`src/hw/rtl/deep_sample_epsilon_merge_top_defines.svh`:
```
// ------------------------------------------------------------------------
// deep sample epsilon merge assertion macros
// shared assertion forms for the merge block, clocked on clk, reset arst_n
// ------------------------------------------------------------------------
`ifndef DEEP_SAMPLE_EPSILON_MERGE_TOP_DEFINES_SVH
`define DEEP_SAMPLE_EPSILON_MERGE_TOP_DEFINES_SVH

// consequent checked in the same cycle
`define DSEM_ASSERT_SAME(label, ante, cons) \
	label: assert property (@(posedge clk) disable iff (!arst_n) (ante) |-> (cons)) \
		else $error("dsem: same-cycle check failed");

// consequent checked in the following cycle
`define DSEM_ASSERT_NEXT(label, ante, cons) \
	label: assert property (@(posedge clk) disable iff (!arst_n) (ante) |=> (cons)) \
		else $error("dsem: next-cycle check failed");

`endif

```
`src/hw/rtl/dsem_pkg.sv`:
```
// ------------------------------------------------------------------------
// dsem_pkg
// types and constants shared by the deep sample merge block and its divider
// ------------------------------------------------------------------------
package dsem_pkg;

	localparam int RUN_W        = 9;
	localparam int MAX_GROUP    = 256;
	localparam int DEPTH_W      = 32;
	localparam int CHAN_W       = 16;
	localparam int SUM_DEPTH_W  = 40;
	localparam int SUM_CHAN_W   = 24;
	localparam int EPS_W        = 31;
	localparam int CMP_W        = DEPTH_W + 2;
	localparam int DIV_Q_WIDE   = 32;
	localparam int DIV_Q_NARROW = 16;
	localparam int DIV_CNT_W    = 5;
	localparam int ALPHA_ONE    = 4096;

	// main sequencer
	typedef enum logic [2:0] {
		ST_IDLE,
		ST_EVAL,
		ST_START,
		ST_CHECK,
		ST_EMIT,
		ST_DIV,
		ST_OUT
	} dsem_state_t;

	// which running sum goes through the divider
	typedef enum logic [2:0] {
		OP_FRONT,
		OP_BACK,
		OP_RED,
		OP_GREEN,
		OP_BLUE,
		OP_ALPHA
	} dsem_op_t;

	typedef struct packed {
		logic start;
		logic wide;
	} dsem_div_req_t;

	typedef struct packed {
		logic busy;
		logic done;
	} dsem_div_rsp_t;

endpackage

```
`src/hw/rtl/dsem_div.sv`:
```
// ------------------------------------------------------------------------
// dsem_div
// restoring divider, one quotient bit per cycle, 32 or 16 quotient bits
// ------------------------------------------------------------------------
module dsem_div (
	input  logic                                clk,
	input  logic                                arst_n,
	input  dsem_pkg::dsem_div_req_t             req,
	input  logic [dsem_pkg::SUM_DEPTH_W-1:0]    dividend,
	input  logic [dsem_pkg::RUN_W-1:0]          divisor,
	output dsem_pkg::dsem_div_rsp_t             rsp,
	output logic [dsem_pkg::DIV_Q_WIDE-1:0]     quotient
);

	logic                                busy_q;
	logic                                done_q;
	logic [dsem_pkg::DIV_CNT_W-1:0]      cnt_q;
	logic [dsem_pkg::RUN_W-1:0]          rem_q;
	logic [dsem_pkg::RUN_W-1:0]          divisor_q;
	logic [dsem_pkg::DIV_Q_WIDE-1:0]     sh_q;

	logic [dsem_pkg::RUN_W:0]            trial;
	logic [dsem_pkg::RUN_W:0]            diff;
	logic                                fits;
	logic [dsem_pkg::RUN_W-1:0]          rem_nxt;

	// bring down the next dividend bit and try the subtract
	always_comb begin
		trial   = {rem_q, sh_q[dsem_pkg::DIV_Q_WIDE-1]};
		fits    = (trial >= {1'b0, divisor_q});
		diff    = trial - {1'b0, divisor_q};
		rem_nxt = fits ? diff[dsem_pkg::RUN_W-1:0] : trial[dsem_pkg::RUN_W-1:0];
	end

	always_ff @(posedge clk or negedge arst_n) begin
		if (!arst_n) begin
			busy_q <= 1'b0;
			done_q <= 1'b0;
			cnt_q  <= '0;
		end else begin
			done_q <= busy_q && !req.start && (cnt_q == '0);
			if (req.start) begin
				busy_q <= 1'b1;
				cnt_q  <= req.wide ? dsem_pkg::DIV_CNT_W'(dsem_pkg::DIV_Q_WIDE - 1)
				                   : dsem_pkg::DIV_CNT_W'(dsem_pkg::DIV_Q_NARROW - 1);
			end else if (busy_q) begin
				cnt_q <= cnt_q - 1'b1;
				if (cnt_q == '0)
					busy_q <= 1'b0;
			end
		end
	end

	// high dividend bits preload the remainder: the quotient is known to fit
	always_ff @(posedge clk) begin
		if (req.start) begin
			divisor_q <= divisor;
			if (req.wide) begin
				rem_q <= {1'b0, dividend[dsem_pkg::SUM_DEPTH_W-1:dsem_pkg::DIV_Q_WIDE]};
				sh_q  <= dividend[dsem_pkg::DIV_Q_WIDE-1:0];
			end else begin
				rem_q <= {1'b0, dividend[dsem_pkg::SUM_CHAN_W-1:dsem_pkg::DIV_Q_NARROW]};
				sh_q  <= {dividend[dsem_pkg::DIV_Q_NARROW-1:0], {dsem_pkg::DIV_Q_NARROW{1'b0}}};
			end
		end else if (busy_q) begin
			rem_q <= rem_nxt;
			sh_q  <= {sh_q[dsem_pkg::DIV_Q_WIDE-2:0], fits};
		end
	end

	assign rsp.busy = busy_q;
	assign rsp.done = done_q;
	assign quotient = sh_q;

endmodule

```
`src/hw/rtl/deep_sample_epsilon_merge_top.sv`:
```
// ------------------------------------------------------------------------
// deep_sample_epsilon_merge_top
// merges runs of depth-sorted deep samples that lie within epsilon of the
// run's first sample into one averaged sample
// ------------------------------------------------------------------------
//
//  channel   direction  handshake              payload
//  --------  ---------  ---------------------  ---------------------------------
//  in        sink       in_valid / in_stall    depth, back_depth, red, green,
//                                              blue, alpha, pixel_last
//  out       source     out_valid / out_stall  out_depth, out_back_depth,
//                                              out_red, out_green, out_blue,
//                                              out_alpha, run_length, out_last
//  cfg       sink       cfg_wr_en              cfg_wr_data (merge epsilon)
//
//  a request that joins the open run goes through accept, compare and check,
//  one that opens a run with none open through accept, compare, start, check
//  closing a run of two or more goes through the shared divider six times:
//  two depth divides and four colour divides plus emit and load per closed
//  run; a run of one sample closes with emit and load alone
//  the divider, one quotient bit a cycle, sets the rate on emitting requests
//  arst_n clears the sequencer, the epsilon register and the run state
//  out_stall holds the output register; the block waits for it only when it
//  has a further result to load
//
module deep_sample_epsilon_merge_top (
	input  logic                                 clk,
	input  logic                                 arst_n,
	// configuration
	input  logic                                 cfg_wr_en,
	input  logic [dsem_pkg::EPS_W-1:0]           cfg_wr_data,
	// input samples
	input  logic                                 in_valid,
	output logic                                 in_stall,
	input  logic signed [dsem_pkg::DEPTH_W-1:0]  depth,
	input  logic signed [dsem_pkg::DEPTH_W-1:0]  back_depth,
	input  logic [dsem_pkg::CHAN_W-1:0]          red,
	input  logic [dsem_pkg::CHAN_W-1:0]          green,
	input  logic [dsem_pkg::CHAN_W-1:0]          blue,
	input  logic [dsem_pkg::CHAN_W-1:0]          alpha,
	input  logic                                 pixel_last,
	// merged samples
	output logic                                 out_valid,
	input  logic                                 out_stall,
	output logic signed [dsem_pkg::DEPTH_W-1:0]  out_depth,
	output logic signed [dsem_pkg::DEPTH_W-1:0]  out_back_depth,
	output logic [dsem_pkg::CHAN_W-1:0]          out_red,
	output logic [dsem_pkg::CHAN_W-1:0]          out_green,
	output logic [dsem_pkg::CHAN_W-1:0]          out_blue,
	output logic [dsem_pkg::CHAN_W-1:0]          out_alpha,
	output logic [dsem_pkg::RUN_W-1:0]           run_length,
	output logic                                 out_last
);

	`include "deep_sample_epsilon_merge_top_defines.svh"

	// sequencer
	dsem_pkg::dsem_state_t state_q, state_nxt;
	dsem_pkg::dsem_op_t    op_q;
	logic                  issued_q;
	logic                  emit_tail_q;
	logic                  emit_last_q;

	// configuration
	logic [dsem_pkg::EPS_W-1:0] eps_q;

	// captured request
	logic signed [dsem_pkg::DEPTH_W-1:0] in_depth_q;
	logic signed [dsem_pkg::DEPTH_W-1:0] in_back_q;
	logic [dsem_pkg::CHAN_W-1:0]         in_red_q;
	logic [dsem_pkg::CHAN_W-1:0]         in_green_q;
	logic [dsem_pkg::CHAN_W-1:0]         in_blue_q;
	logic [dsem_pkg::CHAN_W-1:0]         in_alpha_q;
	logic                                in_last_q;

	// open run
	logic                                    run_open_q;
	logic signed [dsem_pkg::DEPTH_W-1:0]     first_depth_q;
	logic signed [dsem_pkg::DEPTH_W-1:0]     first_back_q;
	logic signed [dsem_pkg::SUM_DEPTH_W-1:0] sum_front_q;
	logic signed [dsem_pkg::SUM_DEPTH_W-1:0] sum_back_q;
	logic [dsem_pkg::SUM_CHAN_W-1:0]         sum_red_q;
	logic [dsem_pkg::SUM_CHAN_W-1:0]         sum_green_q;
	logic [dsem_pkg::SUM_CHAN_W-1:0]         sum_blue_q;
	logic [dsem_pkg::SUM_CHAN_W-1:0]         sum_alpha_q;
	logic [dsem_pkg::RUN_W-1:0]              run_count_q;

	// averaged results waiting for the output register
	logic [dsem_pkg::DEPTH_W-1:0] res_front_q;
	logic [dsem_pkg::DEPTH_W-1:0] res_back_q;
	logic [dsem_pkg::CHAN_W-1:0]  res_red_q;
	logic [dsem_pkg::CHAN_W-1:0]  res_green_q;
	logic [dsem_pkg::CHAN_W-1:0]  res_blue_q;
	logic [dsem_pkg::CHAN_W-1:0]  res_alpha_q;

	// output register
	logic                         out_valid_q;
	logic [dsem_pkg::DEPTH_W-1:0] out_depth_q;
	logic [dsem_pkg::DEPTH_W-1:0] out_back_q;
	logic [dsem_pkg::CHAN_W-1:0]  out_red_q;
	logic [dsem_pkg::CHAN_W-1:0]  out_green_q;
	logic [dsem_pkg::CHAN_W-1:0]  out_blue_q;
	logic [dsem_pkg::CHAN_W-1:0]  out_alpha_q;
	logic [dsem_pkg::RUN_W-1:0]   out_len_q;
	logic                         out_last_q;

	// combinational
	logic                               in_accept;
	logic                               out_free;
	logic signed [dsem_pkg::CMP_W-1:0]  diff_front;
	logic signed [dsem_pkg::CMP_W-1:0]  diff_back;
	logic signed [dsem_pkg::CMP_W-1:0]  abs_back;
	logic signed [dsem_pkg::CMP_W-1:0]  eps_ext;
	logic                               joins;
	logic                               run_full;
	logic                               div_last;
	logic [dsem_pkg::SUM_DEPTH_W-1:0]   mag_front;
	logic [dsem_pkg::SUM_DEPTH_W-1:0]   mag_back;
	logic [dsem_pkg::DEPTH_W-1:0]       q_signed;
	logic [dsem_pkg::CHAN_W-1:0]        q_alpha;

	dsem_pkg::dsem_div_req_t          div_req;
	dsem_pkg::dsem_div_rsp_t          div_rsp;
	logic [dsem_pkg::SUM_DEPTH_W-1:0] div_dividend;
	logic [dsem_pkg::DIV_Q_WIDE-1:0]  div_quotient;

	// join test: front difference is signed, back difference is absolute
	always_comb begin
		eps_ext    = dsem_pkg::CMP_W'({1'b0, eps_q});
		diff_front = dsem_pkg::CMP_W'(in_depth_q) - dsem_pkg::CMP_W'(first_depth_q);
		diff_back  = dsem_pkg::CMP_W'(in_back_q) - dsem_pkg::CMP_W'(first_back_q);
		abs_back   = diff_back[dsem_pkg::CMP_W-1] ? -diff_back : diff_back;
		joins      = run_open_q && (run_count_q < dsem_pkg::RUN_W'(dsem_pkg::MAX_GROUP))
		             && (diff_front < eps_ext) && (abs_back < eps_ext);
		run_full   = (run_count_q >= dsem_pkg::RUN_W'(dsem_pkg::MAX_GROUP));
	end

	// magnitudes for the unsigned divider, sign put back on the quotient
	always_comb begin
		mag_front = sum_front_q[dsem_pkg::SUM_DEPTH_W-1] ? dsem_pkg::SUM_DEPTH_W'(-sum_front_q)
		                                                 : dsem_pkg::SUM_DEPTH_W'(sum_front_q);
		mag_back  = sum_back_q[dsem_pkg::SUM_DEPTH_W-1] ? dsem_pkg::SUM_DEPTH_W'(-sum_back_q)
		                                                : dsem_pkg::SUM_DEPTH_W'(sum_back_q);
		case (op_q)
			dsem_pkg::OP_FRONT: q_signed = sum_front_q[dsem_pkg::SUM_DEPTH_W-1] ? -div_quotient
			                                                                    : div_quotient;
			default:            q_signed = sum_back_q[dsem_pkg::SUM_DEPTH_W-1] ? -div_quotient
			                                                                   : div_quotient;
		endcase
		// alpha average clamps to one on merged runs
		q_alpha = (div_quotient[dsem_pkg::CHAN_W-1:0] > dsem_pkg::CHAN_W'(dsem_pkg::ALPHA_ONE))
		          ? dsem_pkg::CHAN_W'(dsem_pkg::ALPHA_ONE) : div_quotient[dsem_pkg::CHAN_W-1:0];
	end

	// next state
	always_comb begin
		state_nxt = state_q;
		case (state_q)
			dsem_pkg::ST_IDLE: begin
				if (in_accept)
					state_nxt = dsem_pkg::ST_EVAL;
			end
			dsem_pkg::ST_EVAL: begin
				if (joins)
					state_nxt = dsem_pkg::ST_CHECK;
				else if (run_open_q)
					state_nxt = dsem_pkg::ST_EMIT;
				else
					state_nxt = dsem_pkg::ST_START;
			end
			dsem_pkg::ST_START: state_nxt = dsem_pkg::ST_CHECK;
			dsem_pkg::ST_CHECK: begin
				if (run_full || in_last_q)
					state_nxt = dsem_pkg::ST_EMIT;
				else
					state_nxt = dsem_pkg::ST_IDLE;
			end
			dsem_pkg::ST_EMIT: begin
				if (run_count_q == dsem_pkg::RUN_W'(1))
					state_nxt = dsem_pkg::ST_OUT;
				else
					state_nxt = dsem_pkg::ST_DIV;
			end
			dsem_pkg::ST_DIV: begin
				if (div_last)
					state_nxt = dsem_pkg::ST_OUT;
			end
			dsem_pkg::ST_OUT: begin
				if (out_free)
					state_nxt = emit_tail_q ? dsem_pkg::ST_IDLE : dsem_pkg::ST_START;
			end
			default: state_nxt = dsem_pkg::ST_IDLE;
		endcase
	end

	// sequencer outputs
	always_comb begin
		in_stall      = (state_q != dsem_pkg::ST_IDLE);
		in_accept     = in_valid && !in_stall;
		out_free      = !out_valid_q || !out_stall;
		div_req.start = (state_q == dsem_pkg::ST_DIV) && !issued_q;
		div_req.wide  = (op_q == dsem_pkg::OP_FRONT) || (op_q == dsem_pkg::OP_BACK);
		div_last      = (state_q == dsem_pkg::ST_DIV) && div_rsp.done
		                && (op_q == dsem_pkg::OP_ALPHA);
		case (op_q)
			dsem_pkg::OP_FRONT: div_dividend = mag_front;
			dsem_pkg::OP_BACK:  div_dividend = mag_back;
			dsem_pkg::OP_RED:   div_dividend = dsem_pkg::SUM_DEPTH_W'(sum_red_q);
			dsem_pkg::OP_GREEN: div_dividend = dsem_pkg::SUM_DEPTH_W'(sum_green_q);
			dsem_pkg::OP_BLUE:  div_dividend = dsem_pkg::SUM_DEPTH_W'(sum_blue_q);
			default:            div_dividend = dsem_pkg::SUM_DEPTH_W'(sum_alpha_q);
		endcase
	end

	dsem_div u_div (
		.clk      (clk),
		.arst_n   (arst_n),
		.req      (div_req),
		.dividend (div_dividend),
		.divisor  (run_count_q),
		.rsp      (div_rsp),
		.quotient (div_quotient)
	);

	// sequencer and run state
	always_ff @(posedge clk or negedge arst_n) begin
		if (!arst_n) begin
			state_q       <= dsem_pkg::ST_IDLE;
			op_q          <= dsem_pkg::OP_FRONT;
			issued_q      <= 1'b0;
			emit_tail_q   <= 1'b0;
			emit_last_q   <= 1'b0;
			eps_q         <= '0;
			run_open_q    <= 1'b0;
			first_depth_q <= '0;
			first_back_q  <= '0;
			sum_front_q   <= '0;
			sum_back_q    <= '0;
			sum_red_q     <= '0;
			sum_green_q   <= '0;
			sum_blue_q    <= '0;
			sum_alpha_q   <= '0;
			run_count_q   <= '0;
			out_valid_q   <= 1'b0;
		end else begin
			state_q <= state_nxt;
			if (cfg_wr_en)
				eps_q <= cfg_wr_data;
			// output register fills on a load, empties once taken
			if (state_q == dsem_pkg::ST_OUT && out_free)
				out_valid_q <= 1'b1;
			else if (out_valid_q && !out_stall)
				out_valid_q <= 1'b0;
			case (state_q)
				dsem_pkg::ST_EVAL: begin
					if (joins) begin
						// sample joins the open run
						sum_front_q <= sum_front_q + dsem_pkg::SUM_DEPTH_W'(in_depth_q);
						sum_back_q  <= sum_back_q + dsem_pkg::SUM_DEPTH_W'(in_back_q);
						sum_red_q   <= sum_red_q + dsem_pkg::SUM_CHAN_W'(in_red_q);
						sum_green_q <= sum_green_q + dsem_pkg::SUM_CHAN_W'(in_green_q);
						sum_blue_q  <= sum_blue_q + dsem_pkg::SUM_CHAN_W'(in_blue_q);
						sum_alpha_q <= sum_alpha_q + dsem_pkg::SUM_CHAN_W'(in_alpha_q);
						run_count_q <= run_count_q + 1'b1;
					end else if (run_open_q) begin
						// old run leaves first, not the pixel's last
						emit_tail_q <= 1'b0;
						emit_last_q <= 1'b0;
					end
				end
				dsem_pkg::ST_START: begin
					run_open_q    <= 1'b1;
					first_depth_q <= in_depth_q;
					first_back_q  <= in_back_q;
					sum_front_q   <= dsem_pkg::SUM_DEPTH_W'(in_depth_q);
					sum_back_q    <= dsem_pkg::SUM_DEPTH_W'(in_back_q);
					sum_red_q     <= dsem_pkg::SUM_CHAN_W'(in_red_q);
					sum_green_q   <= dsem_pkg::SUM_CHAN_W'(in_green_q);
					sum_blue_q    <= dsem_pkg::SUM_CHAN_W'(in_blue_q);
					sum_alpha_q   <= dsem_pkg::SUM_CHAN_W'(in_alpha_q);
					run_count_q   <= dsem_pkg::RUN_W'(1);
				end
				dsem_pkg::ST_CHECK: begin
					emit_tail_q <= 1'b1;
					emit_last_q <= in_last_q;
				end
				dsem_pkg::ST_EMIT: begin
					op_q     <= dsem_pkg::OP_FRONT;
					issued_q <= 1'b0;
				end
				dsem_pkg::ST_DIV: begin
					if (div_rsp.done) begin
						issued_q <= 1'b0;
						case (op_q)
							dsem_pkg::OP_FRONT: op_q <= dsem_pkg::OP_BACK;
							dsem_pkg::OP_BACK:  op_q <= dsem_pkg::OP_RED;
							dsem_pkg::OP_RED:   op_q <= dsem_pkg::OP_GREEN;
							dsem_pkg::OP_GREEN: op_q <= dsem_pkg::OP_BLUE;
							dsem_pkg::OP_BLUE:  op_q <= dsem_pkg::OP_ALPHA;
							default:            op_q <= dsem_pkg::OP_FRONT;
						endcase
					end else if (div_req.start) begin
						issued_q <= 1'b1;
					end
				end
				dsem_pkg::ST_OUT: begin
					if (out_free)
						run_open_q <= 1'b0;
				end
				default: ;
			endcase
		end
	end

	// payload registers
	always_ff @(posedge clk) begin
		if (in_accept) begin
			in_depth_q <= depth;
			in_back_q  <= back_depth;
			in_red_q   <= red;
			in_green_q <= green;
			in_blue_q  <= blue;
			in_alpha_q <= alpha;
			in_last_q  <= pixel_last;
		end
		// single-sample run passes straight through
		if (state_q == dsem_pkg::ST_EMIT && run_count_q == dsem_pkg::RUN_W'(1)) begin
			res_front_q <= sum_front_q[dsem_pkg::DEPTH_W-1:0];
			res_back_q  <= sum_back_q[dsem_pkg::DEPTH_W-1:0];
			res_red_q   <= sum_red_q[dsem_pkg::CHAN_W-1:0];
			res_green_q <= sum_green_q[dsem_pkg::CHAN_W-1:0];
			res_blue_q  <= sum_blue_q[dsem_pkg::CHAN_W-1:0];
			res_alpha_q <= sum_alpha_q[dsem_pkg::CHAN_W-1:0];
		end
		if (state_q == dsem_pkg::ST_DIV && div_rsp.done) begin
			case (op_q)
				dsem_pkg::OP_FRONT: res_front_q <= q_signed;
				dsem_pkg::OP_BACK:  res_back_q  <= q_signed;
				dsem_pkg::OP_RED:   res_red_q   <= div_quotient[dsem_pkg::CHAN_W-1:0];
				dsem_pkg::OP_GREEN: res_green_q <= div_quotient[dsem_pkg::CHAN_W-1:0];
				dsem_pkg::OP_BLUE:  res_blue_q  <= div_quotient[dsem_pkg::CHAN_W-1:0];
				default:            res_alpha_q <= q_alpha;
			endcase
		end
		if (state_q == dsem_pkg::ST_OUT && out_free) begin
			out_depth_q <= res_front_q;
			out_back_q  <= res_back_q;
			out_red_q   <= res_red_q;
			out_green_q <= res_green_q;
			out_blue_q  <= res_blue_q;
			out_alpha_q <= res_alpha_q;
			out_len_q   <= run_count_q;
			out_last_q  <= emit_last_q;
		end
	end

	assign out_valid      = out_valid_q;
	assign out_depth      = out_depth_q;
	assign out_back_depth = out_back_q;
	assign out_red        = out_red_q;
	assign out_green      = out_green_q;
	assign out_blue       = out_blue_q;
	assign out_alpha      = out_alpha_q;
	assign run_length     = out_len_q;
	assign out_last       = out_last_q;

	// an open run always holds between one and a full group of samples
	`DSEM_ASSERT_SAME(a_run_count_range, run_open_q, (run_count_q != '0) && (run_count_q <= dsem_pkg::RUN_W'(dsem_pkg::MAX_GROUP)))
	// the divider only finishes while the sequencer waits on it
	`DSEM_ASSERT_SAME(a_div_done_in_div, div_rsp.done, state_q == dsem_pkg::ST_DIV)
	// a closing emission leaves no run open and frees the input
	`DSEM_ASSERT_NEXT(a_tail_closes, (state_q == dsem_pkg::ST_OUT) && out_free && emit_tail_q, !run_open_q && (state_q == dsem_pkg::ST_IDLE))

endmodule

```
`config.mk`:
```
export PLATFORM = sky130hd
export DESIGN_NAME = deep_sample_epsilon_merge_top
export DESIGN_NICKNAME = d
export VERILOG_FILES = /design/src/hw/rtl/dsem_pkg.sv /design/src/hw/rtl/dsem_div.sv /design/src/hw/rtl/deep_sample_epsilon_merge_top.sv
export VERILOG_INCLUDE_DIRS = /design/src /design/src/hw/rtl
export SDC_FILE = /design/constraint.sdc
export NUM_CORES = 2
export LEC_CHECK = 0
export BUFFER_PORTS_ARGS = -buffer_cell sky130_fd_sc_hd__buf_2
export CAP_MARGIN = 40
export CELL_PAD_IN_SITES_DETAIL_PLACEMENT = 2
export CELL_PAD_IN_SITES_GLOBAL_PLACEMENT = 2
export CORE_ASPECT_RATIO = 1.1
export CORE_MARGIN = 2
export CORE_UTILIZATION = 41
export CTS_BUF_LIST = sky130_fd_sc_hd__clkbuf_8
export DETAILED_ROUTE_END_ITERATION = 8
export PLACE_DENSITY = 0.81
export RECOVER_POWER = 25
export SLEW_MARGIN = 20
export SYNTH_ARGS = -nofsm -noshare
export SYNTH_HDL_FRONTEND = slang
export SYNTH_HIERARCHICAL = 1
export SYNTH_SLANG_ARGS = --single-unit
```
`constraint.sdc`:
```
create_clock -name clk -period 10.3 [get_ports clk]
set_input_delay 1.03 -clock clk [delete_from_list [all_inputs] [get_ports clk]]
set_output_delay 1.03 -clock clk [all_outputs]
set_load 0.1 [all_outputs]
```
==> run metrics <==
Vias=40000; RSZ-0062 raised after global routing=false; min Tclk post-route=8090 ps; Clk Latency, worst-skew pair=880 ps; ratio of final minimum period to clock period=~79%; Area Growth Syn to Fin=13.2%; dpl hpwl=138000 um; most common cell after layout, fill and taps aside=nand2_1; Top Ports=305; Std-Cell Rows=127; Clock Skew=about 52 ps; Clock Sinks=743; Mapped Area=45100 um2; CTS root buf=clkbuf_8; core box area=around 110000 um2; # H-tree levels=4; initial antenna violation count=5; vias in the first global route=43100; Ys Warns=6; Top Metal Used=met5; first-pass GRT wire length=279000 um; Hold Crit Class=in2reg; DR iter-0 viols=3002; PostCTS Resize Cnt=0; final std cells w/o fill=around 6500; metal3 WL=10000 um; Leak=20.9 nW; Congestion Overflow GR=0; GRT Overall Usage=32.6%; WP data required=around 11000 ps; PwrDens=about 390 nW/um2; Worst setup EP type=flip-flop; Num CTS Buffers=140; Critical Path Source Type=flip-flop; # placed instances=around 6200; DRC Markers=0; Syn Inst Count=4666; Post-Syn Nets=roughly 5000; Max-slew headroom=-174%; Nets=5430; pins over their slew limit=91; die area=113000 um2; via/cell ratio=6.14; clock transition at the registers of the reported paths=approximately 90 ps; fmax=0.124 GHz; hold_ws=316 ps; Antenna Nets Post-Route=0; Mapped Avg Cell Area=9.67 um2; Routed WL=188000 um; routed len/inst=28.9 um; worst-path fanout max=60; max cap viols=2; Post-CTS Setup Repair Bufs=0; ratio of cells with drive above 1 in the final layout=about an eighth; Initial Util=41.3%; Reg2Reg Setup Slack=2210 ps; Hold Fails Final Rpt=0; Worst Max-Slew Pin Slew=4110 ps; router iterations before antenna repair=6; CTS tree=built; violated checks=max-capacitance violations, max-slew violations; WL met1=around 78000 um; Die Height=roughly 350 um; setup tns final=0 ps; CTS Hold Bufs=0; IO buf count=between 300 and 400; largest net degree at the start of global routing=roughly 140; Setup Crit Path Kind=reg2reg; Routability Congestion=0.944; Max IR drop VDD=roughly 0.00018 V; setup violators final=0; total power=just under 20 mW; commonest non-fill, non-tap cells in the layout=499 x nand2_1, 486 x o21ai_0, 317 x a21oi_1, 317 x edfxtp_1, 294 x dfrtp_1; DR WL met2=90300 um; outcome=finished with violations; die width=320 um; crit path DAT=8840 ps; CTS Buffer Depth=3
## area by class of cell
type	count	area, um2
tap	1419	1780
timing repair buffer	386	2270
clock buffer	162	2230
sequential	743	19500
multi-input combinational	3499	24000
inverter	203	762
fill	11600	58100
clock inverter	96	568
antenna	1	2.50
## report_power, final
| part | switching (mW) | internal, mW | total, mW | leakage [nW] |
|---|---|---|---|---|
| clock network | 1.43 | 1.57 | 3.00 | 1.64 |
| logic | 7.14 | 3.98 | 11.1 | 11.5 |
| registers | 1.38 | 4.23 | 5.61 | 7.77 |
| total | 9.95 | 9.79 | 19.7 | 20.9 |
## routing by layer
| metal | global-route usage [%] | vias up |
|---|---|---|
| met5 | 0 | - |
| met4 | 16.4 | 2 |
| met3 | 4.62 | 432 |
| met2 | 54.6 | 1345 |
| met1 | 40.9 | 20500 |
| li1 | - | 17700 |
## through the flow
step           setup WS, ps  instance area [um2]  util [%]
6_report               2210                51100      46.8
5_1_grt                1690                51100      46.8
4_1_cts                2390                51000      46.8
3_5_place_dp           2470                48200      44.2
3_3_place_gp           2700                48100      44.0
2_1_floorplan          1980                45100         -
## flip-flops by register name, indices dropped and copies added (netlist names), 24 cells and up
signal and cells:
sum_back_q 40, u_div/quotient 32, res_back_q 32, first_back_q 32, res_front_q 32, in_depth_q 32
out_depth 32, sum_blue_q 24, sum_red_q 24, in_back_q 32, sum_alpha_q 24, sum_green_q 24
eps_q 31, sum_front_q 40, first_depth_q 32, out_back_depth 32
## path summary, 6_finish.rpt
| kind | startpoint | to | cells past startpoint |
|---|---|---|---|
| max | in_back_q[6] | sum_red_q[19] | 24 |
| min | blue[14] | in_blue_q[14] | 1 |
| max reg2reg | in_back_q[6] | sum_red_q[19] | 24 |
| min reg2reg | res_alpha_q[13] | out_alpha[13] | 0 |
| max in group asynchronous | arst_n | sum_front_q[13] | 2 |
| min in group asynchronous | arst_n | u_div/cnt_q[2] | 1 |
## worst max-delay path, cell delays in order (launching register included)
cell and delay (ps):
edfxtp_1 420, ha_1 510, a21oi_1 190, nor2_1 440
a2111oi_0 150, o22ai_1 420, o2111ai_1 360, nor4_1 590
nand3_1 320, nor3_1 300, a31oi_1 150, xnor2_1 340
ha_1 320, a21oi_1 160, nor2b_1 60, o21ai_0 220
o211ai_1 130, a21oi_1 190, o22ai_1 150, nor4b_1 320
o211a_1 300, nand3_4 540, buf_4 570, or4_1 580
a21oi_1 170
(Power assumes the default switching activity.)
